$ cat config.mk
export PLATFORM = sky130hd
export DESIGN_NAME = tmer_ctrl
export DESIGN_NICKNAME = d
export VERILOG_FILES = /design/src/sv/tmer_pkg.sv /design/src/sv/tmer_ctrl.sv
export SDC_FILE = /design/constraint.sdc
export NUM_CORES = 1
export LEC_CHECK = 0
export ABC_AREA = 0
export BUFFER_PORTS_ARGS = -buffer_cell sky130_fd_sc_hd__buf_2
export CAP_MARGIN = 0
export CORE_AREA = 5 5 42 44
export DETAILED_ROUTE_END_ITERATION = 10
export DIE_AREA = 0 0 47 49
export SLEW_MARGIN = 20
export SYNTH_ARGS = -nofsm -noshare
export SYNTH_HDL_FRONTEND = slang
export SYNTH_SLANG_ARGS = --single-unit
$ cat constraint.sdc
create_clock -name clk -period 1.41 [get_ports clk]
set_input_delay 0.0705 -clock clk [delete_from_list [all_inputs] [get_ports clk]]
set_output_delay 0.0705 -clock clk [all_outputs]
set_load 0.1 [all_outputs]
$ cat src/sv/tmer_pkg.sv
// package: shared types, codes and constants of the tilemap edge and row renderer
`default_nettype none
package tmer_pkg;

	localparam int MAP_COLS_DEF    = 96;
	localparam int MAP_ROWS_DEF    = 48;
	localparam int VIEW_HEIGHT_DEF = 64;
	localparam int VIEW_COLS_DEF   = 32;

	localparam int TILE_SIZE = 2048;
	localparam int TILE_AW   = 11;

	localparam logic [2:0] FUNC_WR_MAP    = 3'd0;
	localparam logic [2:0] FUNC_WR_TILE   = 3'd1;
	localparam logic [2:0] FUNC_EDGE_LEFT = 3'd2;
	localparam logic [2:0] FUNC_EDGE_RGHT = 3'd3;
	localparam logic [2:0] FUNC_ROW       = 3'd4;

	localparam logic CFG_START_ROW  = 1'b0;
	localparam logic CFG_COL_OFFSET = 1'b1;

	localparam logic [4:0] START_ROW_RST = 5'd4;
	localparam logic [4:0] COL_OFFSET_RST = 5'd0;

	localparam logic [7:0] LEFT_PIX_MASK  = 8'hC0;
	localparam logic [7:0] RIGHT_PIX_MASK = 8'h03;
	localparam logic [7:0] LEFT_KEEP      = 8'h3F;
	localparam logic [7:0] RIGHT_KEEP     = 8'hFC;

	localparam logic KIND_EDGE = 1'b0;
	localparam logic KIND_ROW  = 1'b1;

	typedef struct packed {
		logic [2:0]  func;
		logic [12:0] table_addr;
		logic [7:0]  write_data;
		logic [9:0]  view_x;
		logic [7:0]  view_y;
		logic [6:0]  first_col;
		logic [5:0]  row_tile;
		logic [2:0]  row_line;
	} op_t;

	typedef struct packed {
		logic        kind;
		logic [15:0] screen_addr;
		logic [5:0]  buffer_col;
		logic [7:0]  pixel_data;
		logic [7:0]  keep_mask;
		logic        last;
	} result_t;

	typedef struct packed {
		logic wr_map;
		logic wr_tile;
		logic load;
		logic map_rd;
		logic tile_rd;
		logic emit;
	} dp_cmd_t;

	typedef struct packed {
		logic last_line;
	} dp_status_t;

endpackage
`default_nettype wire

$ cat src/sv/tmer_ctrl.sv
// controller state machine: accepts items and sequences map read, tile read and result per line
`default_nettype none
module tmer_ctrl (
	input  wire                   clk,
	input  wire                   arst_n,
	input  wire                   start,
	input  wire  [2:0]            func,
	input  tmer_pkg::dp_status_t  status,
	output tmer_pkg::dp_cmd_t     cmd,
	output logic                  busy
);

	localparam logic [1:0] S_IDLE = 2'd0;
	localparam logic [1:0] S_MAP  = 2'd1;
	localparam logic [1:0] S_TILE = 2'd2;
	localparam logic [1:0] S_OUT  = 2'd3;

	logic [1:0] state_q;
	logic [1:0] state_d;
	logic       accept;
	logic       is_render;

	assign accept    = start && (state_q == S_IDLE);
	assign busy      = (state_q != S_IDLE);
	assign is_render = (func == tmer_pkg::FUNC_EDGE_LEFT) || (func == tmer_pkg::FUNC_EDGE_RGHT)
		|| (func == tmer_pkg::FUNC_ROW);

	always_comb begin
		cmd.wr_map  = accept && (func == tmer_pkg::FUNC_WR_MAP);
		cmd.wr_tile = accept && (func == tmer_pkg::FUNC_WR_TILE);
		cmd.load    = accept && is_render;
		cmd.map_rd  = (state_q == S_MAP);
		cmd.tile_rd = (state_q == S_TILE);
		cmd.emit    = (state_q == S_OUT);
	end

	always_comb begin
		state_d = state_q;
		case (state_q)
			S_IDLE: begin
				if (accept && is_render) begin
					state_d = S_MAP;
				end
			end
			S_MAP:  state_d = S_TILE;
			S_TILE: state_d = S_OUT;
			S_OUT: begin
				state_d = status.last_line ? S_IDLE : S_MAP;
			end
			default: state_d = S_IDLE;
		endcase
	end

	always_ff @(posedge clk or negedge arst_n) begin
		if (!arst_n) begin
			state_q <= S_IDLE;
		end else begin
			state_q <= state_d;
		end
	end

	a_map_then_tile: assert property (@(posedge clk) disable iff (!arst_n)
		cmd.map_rd |=> cmd.tile_rd)
		else $error("map read not followed by tile read");

	a_last_frees: assert property (@(posedge clk) disable iff (!arst_n)
		cmd.emit && status.last_line |=> !busy)
		else $error("still busy after last line");

	a_load_busy: assert property (@(posedge clk) disable iff (!arst_n)
		cmd.load |=> busy && cmd.map_rd)
		else $error("render command did not start");

	a_idle_quiet: assert property (@(posedge clk) disable iff (!arst_n)
		!busy |-> !(cmd.map_rd || cmd.tile_rd || cmd.emit))
		else $error("datapath step while idle");

endmodule
`default_nettype wire

==> metrics, run 1 <==
status=finished, violations left; failing checks=setup timing; Avg WL per Cell=10.71 µm; Synth cell types=16; Mean Syn Cell Area=approximately 9.1 µm²; post-synthesis sequential area ratio=0.2286; Post-Layout Cell Count=66; maxcap violations=0; Total GRT Usage=0.07183; R2R Setup Slk=about 0.030 ns; Top-Level Pins=14; hpwl dp=between 500 and 600 µm; Rel. slew slack=0.8212; FP Rows=14; # port buffers=13; worst slew pin tran=between 0.2 and 0.3 ns; Layout area overhead=170.3%; Mapped Area=roughly 220 µm²; Reg clk slew, reported paths=0.03 ns; Post-Synthesis Cells=24; root buffer cell=clkbuf_4; die height=49 µm; Final min period=~1.5 ns; wirelength, routed=between 700 and 800 µm; period utilisation layout=1.044; final setup vio count=1; FF+latch count, synth=2; Synth top area share=0.2857; DP Cell Count=60; Hold Vio Cnt, Final=0; Synthesized Nets=36; global route overflow=0; layout cells sized above 1=0.7200; ANT cells=0; crit path launch type=register; worst hold path type=input port to asynchronous set/reset pin; initial antenna violation count=0; number of vias per cell=about 4.0; Final Skew=0.0005043 ns; residual DRC count=0; Synth area leader=ha_1; initial core utilization=0.1563; peak fanout along the critical path=4; vias in the first global route=290; Regs by FF count=state_q: 2 flops; yosys warns=0; WP data required=approximately 1.3 ns; Sink Count=2; Final nets=64; crit path launch=state_q[0]$_DFFE_PN0P_; via count=around 260; Max Clock Freq=around 0.68 GHz; Routed Antenna Nets=0; CTS tree=built; CTS max path bufs=2; routability cong.=0.6494; H-tree depth=1; filler instances=roughly 140; max reg flops=2; largest net degree at the start of global routing=5; Final Max Slew Viols=0; CP Capture Type=primary output; CP Class=register to primary output; Clock Latency Late Sink=roughly 0.22 ns; Top reg by flops=state_q; Die Wd=47 µm; first-pass GRT wire length=1193 µm; fin area=~590 µm²; 1st-pass router iterations=1; synth top area cells=ha_1 (29%), dfrtp_1 (23%), nor2b_1 (5.7%); WHS=0.1671 ns; CP arrival=1.40 ns; core area=between 1000 and 1500 µm²; DP Area=slightly above 500 µm²; RSZ-0062 raised after global routing=true; Die Footprint=~2300 µm²; Setup WS post-layout=-0.06238 ns; Initial DRC Count=0; TritonCTS Buffers=3; Worst R2R Start=state_q[0]$_DFFE_PN0P_
==> cell usage after synthesis (all sizes together) <==
library cell,number
nor4,1
mux2,1
nor2,1
nor2b,2
a21oi,1
inv,3
nand2,1
nand2b,1
or3b,1
a311oi,1
a2bb2oi,1
a31oi,1
dfrtp,2
ha,5
nor3,1
nor4b,1
==> repair_timing <==
action                                 in CTS  in global routing
setup endpoints to repair                   3                  5
hold buffers                                1                  0
setup buffers                               3                  0
endpoints found under the hold margin       2                  0
resized for setup                           0                  5
pin swaps                                   3                  2
==> path summary, 6_finish.rpt <==
path	endpoint	depth (start not counted)
setup / recovery	cmd[4]	5
max in group asynchronous	state_q[0]$_DFFE_PN0P_	2
hold reg to reg	state_q[1]$_DFFE_PN0P_	2
setup reg to reg	state_q[1]$_DFFE_PN0P_	5
min in group clk	state_q[0]$_DFFE_PN0P_	4
hold / removal	state_q[1]$_DFFE_PN0P_	2
==> metrics by stage <==
stage,worst slack (ns),TNS (ns),util
5_1_grt,-0.1493,-0.2947,0.4223
6_report,-0.06238,-0.06238,0.4223
2_1_floorplan,-0.4909,-1.400,-
4_1_cts,-0.08530,-0.1086,0.4071
3_3_place_gp,0.01723,0,0.3679
3_5_place_dp,-0.01270,-0.01270,0.3679
==> layout by cell type (no fill, tap or decap) <==
cell	instances
dlygate4sd3_1	1
buf_2	6
mux2_4	1
nor2_1	1
ha_1	3
a311oi_2	1
buf_4	9
dfrtp_1	2
nand2b_1	1
nor4b_4	1
buf_12	7
clkbuf_4	3
nor4_4	1
ha_4	2
a2bb2oi_1	1
nand2_4	1
nor3_1	1
inv_1	1
a31oi_2	1
inv_2	2
nor2b_1	2
or3b_1	1
a21oi_2	1
==> per-layer routing <==
metal / vias up / global-route usage / routed length [µm] / share of wire
li1: 137 / - / - / -
met1: 119 / 0.08352 / 267 / 0.38
met5: - / 0 / 0 / 0
met4: 0 / 0.05530 / 0 / 0
met2: 8 / 0.1041 / 390 / 0.55
met3: 0 / 0.02214 / 50 / 0.071
==> area by class of cell <==
| class | instances | area (µm²) | share of cell area |
|---|---|---|---|
| Sequential cell | 2 | 50.05 | 0.08457 |
| Timing Repair Buffer | 23 | 247.7 | 0.4186 |
| Clock buffer | 3 | 22.52 | 0.03805 |
| Tap cell | 16 | 20.02 | 0.03383 |
| Inverter | 3 | 11.26 | 0.01903 |
| Multi-Input combinational cell | 19 | 240.2 | 0.4059 |
==> cells by family after synthesis <==
family | share of synthesized area
adders and majority gates | 0.2857
DFF | 0.2286
buffers and inverters | 0.05142
AOI/OAI and AO/OA | 0.1314
and+or+nand+nor | 0.2514
muxes | 0.05142
==> worst max-delay path, stage by stage (launching register included) <==
cell and delay (ns):
dfrtp_1 0.38, inv_2 0.09, ha_4 0.16, nand2_4 0.07, nor4b_4 0.27, buf_12 0.21
Power of run 1 is left out: the tool's default activity adds up to more than one toggle a clock period on the data nets, which glitch-free logic cannot reach.
==> run 2: changes to the inputs <==
--- a/config.mk
+++ b/config.mk
@@ -11,6 +11,7 @@
 export CORE_AREA = 5 5 42 44
 export DETAILED_ROUTE_END_ITERATION = 10
 export DIE_AREA = 0 0 47 49
+export SKIP_CTS_REPAIR_TIMING = 1
 export SLEW_MARGIN = 20
 export SYNTH_ARGS = -nofsm -noshare
 export SYNTH_HDL_FRONTEND = slang
==> constraint.sdc (replaced) <==
create_clock -name clk -period 1.2 [get_ports clk]
set_input_delay 0.06 -clock clk [delete_from_list [all_inputs] [get_ports clk]]
set_output_delay 0.06 -clock clk [all_outputs]
set_load 0.1 [all_outputs]
==> metrics, run 2 (synthesis gave the netlist of run 1 again) <==
RSZ-0062 raised after global routing=true; Top reg by flops=state_q; Reg clk slew, reported paths=~0.040 ns; Routed Antenna Nets=0; die height=49 µm; R2R Setup Slk=-0.30 ns; H-tree depth=1; Clock Latency Late Sink=between 0.2 and 0.25 ns; FF-to-FF End=state_q[1]$_DFFE_PN0P_; period utilisation layout=1.248; # port buffers=13; CTS max path bufs=2; first-pass GRT wire length=1117 µm; initial core utilization=0.1563; FP Rows=14; WP data required=between 1 and 1.5 ns; crit path launch type=register; Final Max Slew Viols=0; Final nets=71; filler instances=roughly 140; maxcap violations=0; routability cong.=roughly 0.64; Avg WL per Cell=10.93 µm; worst hold path type=input port to asynchronous set/reset pin; TritonCTS Buffers=3; most frequent cells in the layout=buf_4 (15), buf_12 (7), buf_2 (6); root buffer cell=clkbuf_4; CP arrival=1.61 ns; residual DRC count=0; Top-Level Pins=14; layout cells sized above 1=0.7895; ANT cells=0; initial antenna violation count=0; status=finished, violations left; vias in the first global route=about 280; number of vias per cell=4.096; wirelength, routed=~800 µm; 1st-pass router iterations=2; fin area=approximately 670 µm²; WHS=~0.13 ns; global route overflow=0; max reg flops=2; core area=between 1000 and 1500 µm²; Layout area overhead=204.6%; Hold Vio Cnt, Final=0; commonest non-fill, non-tap cell in the layout=buf_4; worst slew pin tran=between 0.2 and 0.3 ns; CP Class=register to register; peak fanout along the critical path=3; CP Capture Type=register; largest net degree at the start of global routing=5; via count=around 300; Rel. slew slack=0.8229; CTS tree=built; worst slack, placed=-0.1889 ns; Sink Count=2; Regs by FF count=state_q: 2 flops; Max Clock Freq=around 0.67 GHz; DP Area=approximately 560 µm²; Worst R2R Start=state_q[1]$_DFFE_PN0P_; failing checks=setup timing; Die Footprint=2303 µm²; Setup WS post-layout=-0.2970 ns; Initial DRC Count=1; Die Wd=between 40 and 50 µm; final setup vio count=7; Final Skew=about 0.012 ns; R2R cell count=6; Total GRT Usage=0.07037; Final min period=1.497 ns
## run 2: layout make-up
class                           count  area [µm²]  share of cell area
Sequential cell                     2       50.05             0.07505
Tap cell                           16       20.02             0.03002
Inverter                            3       11.26             0.01689
Timing Repair Buffer               30       304.0              0.4559
Multi-Input combinational cell     19       259.0              0.3884
Clock buffer                        3       22.52             0.03377
## run 2: worst max-delay path by stage
stage / cells past startpoint / to / from
6_report: 6 / state_q[1]$_DFFE_PN0P_ / state_q[1]$_DFFE_PN0P_
5_1_grt: 6 / state_q[1]$_DFFE_PN0P_ / state_q[1]$_DFFE_PN0P_
4_1_cts: 5 / cmd[4] / state_q[1]$_DFFE_PN0P_
3_5_place_dp: 5 / state_q[1]$_DFFE_PN0P_ / state_q[0]$_DFFE_PN0P_
3_3_place_gp: 5 / state_q[1]$_DFFE_PN0P_ / state_q[1]$_DFFE_PN0P_
2_1_floorplan: 4 / cmd[4] / state_q[1]$_DFFE_PN0P_
## run 2: metrics by stage
stage | instances | utilization | setup TNS [ns]
4_1_cts | 69 | 0.4179 | -1.404
3_3_place_gp | 66 | 0.4018 | -0.3397
5_1_grt | 73 | 0.4759 | -1.770
3_5_place_dp | 66 | 0.4018 | -0.3789
6_report | 73 | 0.4759 | -1.362
2_1_floorplan | 24 | - | -2.847
## run 2: metal layers
metal / global-route usage / vias to the layer above / wire (µm)
li1: - / 153 / -
met1: 0.07895 / 138 / 321
met2: 0.1041 / 8 / 434
met3: 0.03321 / 0 / 41
met4: 0.04147 / 0 / 0
met5: 0 / - / 0
## run 2: critical path, stage by stage, from the launching register on
cell	delay (ns)
dfrtp_1	0.35
inv_2	0.06
ha_4	0.17
buf_4	0.13
nor2b_2	0.15
a31oi_2	0.21
mux2_4	0.32
Power of run 2 is left out for the same reason.
==> run 3: changes to the inputs <==
--- a/config.mk
+++ b/config.mk
@@ -6,9 +6,10 @@
 export NUM_CORES = 1
 export LEC_CHECK = 0
 export ABC_AREA = 0
-export BUFFER_PORTS_ARGS = -buffer_cell sky130_fd_sc_hd__buf_2
+export BUFFER_PORTS_ARGS = -buffer_cell sky130_fd_sc_hd__buf_4
 export CAP_MARGIN = 0
 export CORE_AREA = 5 5 42 44
+export CTS_CLUSTER_SIZE = 8
 export DETAILED_ROUTE_END_ITERATION = 10
 export DIE_AREA = 0 0 47 49
 export SKIP_CTS_REPAIR_TIMING = 1
==> metrics, run 3 (synthesis gave the netlist of run 1 again) <==
number of vias per cell=about 4.2; core area=1401 µm²; # port buffers=13; vias in the first global route=around 300; TritonCTS Buffers=3; Top-Level Pins=14; Final Util=0.4750; die height=approximately 49 µm; Avg WL per Cell=11.14 µm; residual DRC count=0; via count=300; crit path launch type=register; worst hold path type=input port to asynchronous set/reset pin; FF-to-FF End=state_q[1]$_DFFE_PN0P_; Initial DRC Count=1; Regs by FF count=state_q: 2 flops; Reg clk slew, reported paths=0.03 ns; FP Rows=14; Sink Count=2; R2R cell count=6; status=finished, violations left; most frequent cells in the layout=buf_4 (20), buf_12 (5), ha_4 (3), clkbuf_4 (3), buf_6 (3); CP Class=register to register; Die Wd=~47 µm; Setup WS post-layout=-0.2971 ns; initial core utilization=0.1563; wirelength, routed=~800 µm; WP data required=1.31 ns; peak fanout along the critical path=2; Top reg by flops=state_q; initial antenna violation count=0; CP Capture Type=register; worst slack, placed=-0.1801 ns; Final min period=approximately 1.5 ns; max reg flops=2; R2R Setup Slk=-0.30 ns; first-pass GRT wire length=between 1000 and 1500 µm; Rel. slew slack=0.8067; commonest non-fill, non-tap cell in the layout=buf_4; Clock Latency Late Sink=about 0.23 ns; Total GRT Usage=0.06831; failing checks=setup timing; Worst R2R Start=state_q[1]$_DFFE_PN0P_; root buffer cell=clkbuf_4; CTS max path bufs=2; H-tree depth=1; global route overflow=0; Final Skew=approximately 0.0071 ns; Final Max Slew Viols=0; routability cong.=0.6528; Final nets=70; final setup vio count=6; Layout area overhead=204.0%; hpwl dp=566.4 µm; layout cells sized above 1=0.8214; Max Clock Freq=0.6680 GHz; Die Footprint=around 2300 µm²; Hold Vio Cnt, Final=0; CP arrival=roughly 1.6 ns; period utilisation layout=1.248; Routed Antenna Nets=0; worst slew pin tran=~0.29 ns; ANT cells=0; largest net degree at the start of global routing=5; maxcap violations=0; RSZ-0062 raised after global routing=true; CTS tree=built; 1st-pass router iterations=3
## run 3: how the worst max path moves through the flow
stage | end | slack (ns) | from
global route | cmd[4] | -0.35 | state_q[1]$_DFFE_PN0P_
floorplan | cmd[4] | -0.69 | state_q[1]$_DFFE_PN0P_
CTS | cmd[4] | -0.38 | state_q[1]$_DFFE_PN0P_
global placement | state_q[1]$_DFFE_PN0P_ | -0.16 | state_q[0]$_DFFE_PN0P_
detailed placement | state_q[1]$_DFFE_PN0P_ | -0.18 | state_q[0]$_DFFE_PN0P_
finish | state_q[1]$_DFFE_PN0P_ | -0.30 | state_q[1]$_DFFE_PN0P_
## run 3: layer usage
layer	routed length, µm	vias to the layer above	GRT usage
met2	466	8	0.1131
met4	0	0	0.04147
met1	286	141	0.06154
met5	0	-	0
li1	-	151	-
met3	49	0	0.03690
## run 3: worst max-delay path, stage by stage (launching register included)
cell and delay [ns]:
dfrtp_1 0.36, inv_2 0.06, ha_4 0.16, buf_4 0.13
nor2b_2 0.16, a31oi_2 0.20, mux2_4 0.32
## run 3: stage by stage
stage	hold WS (ns)	cell area, µm²	instances	setup TNS (ns)
global placement	-0.1550	490.5	66	-0.4228
detailed placement	-0.1556	490.5	66	-0.4615
global route	0.1715	665.6	72	-1.708
finish	0.1570	665.6	72	-1.351
CTS	-0.4067	513.0	69	-1.602
floorplan	-0.2356	275.3	24	-2.847
## run 3: area by class of cell
class / count / area [µm²]
timing repair buffer: 29 / 294.0
clock buffer: 3 / 22.52
fill: 151 / 735.7
tap: 16 / 20.02
multi-input combinational: 19 / 265.3
inverter: 3 / 13.76
sequential: 2 / 50.05
Power of run 3 is left out for the same reason.
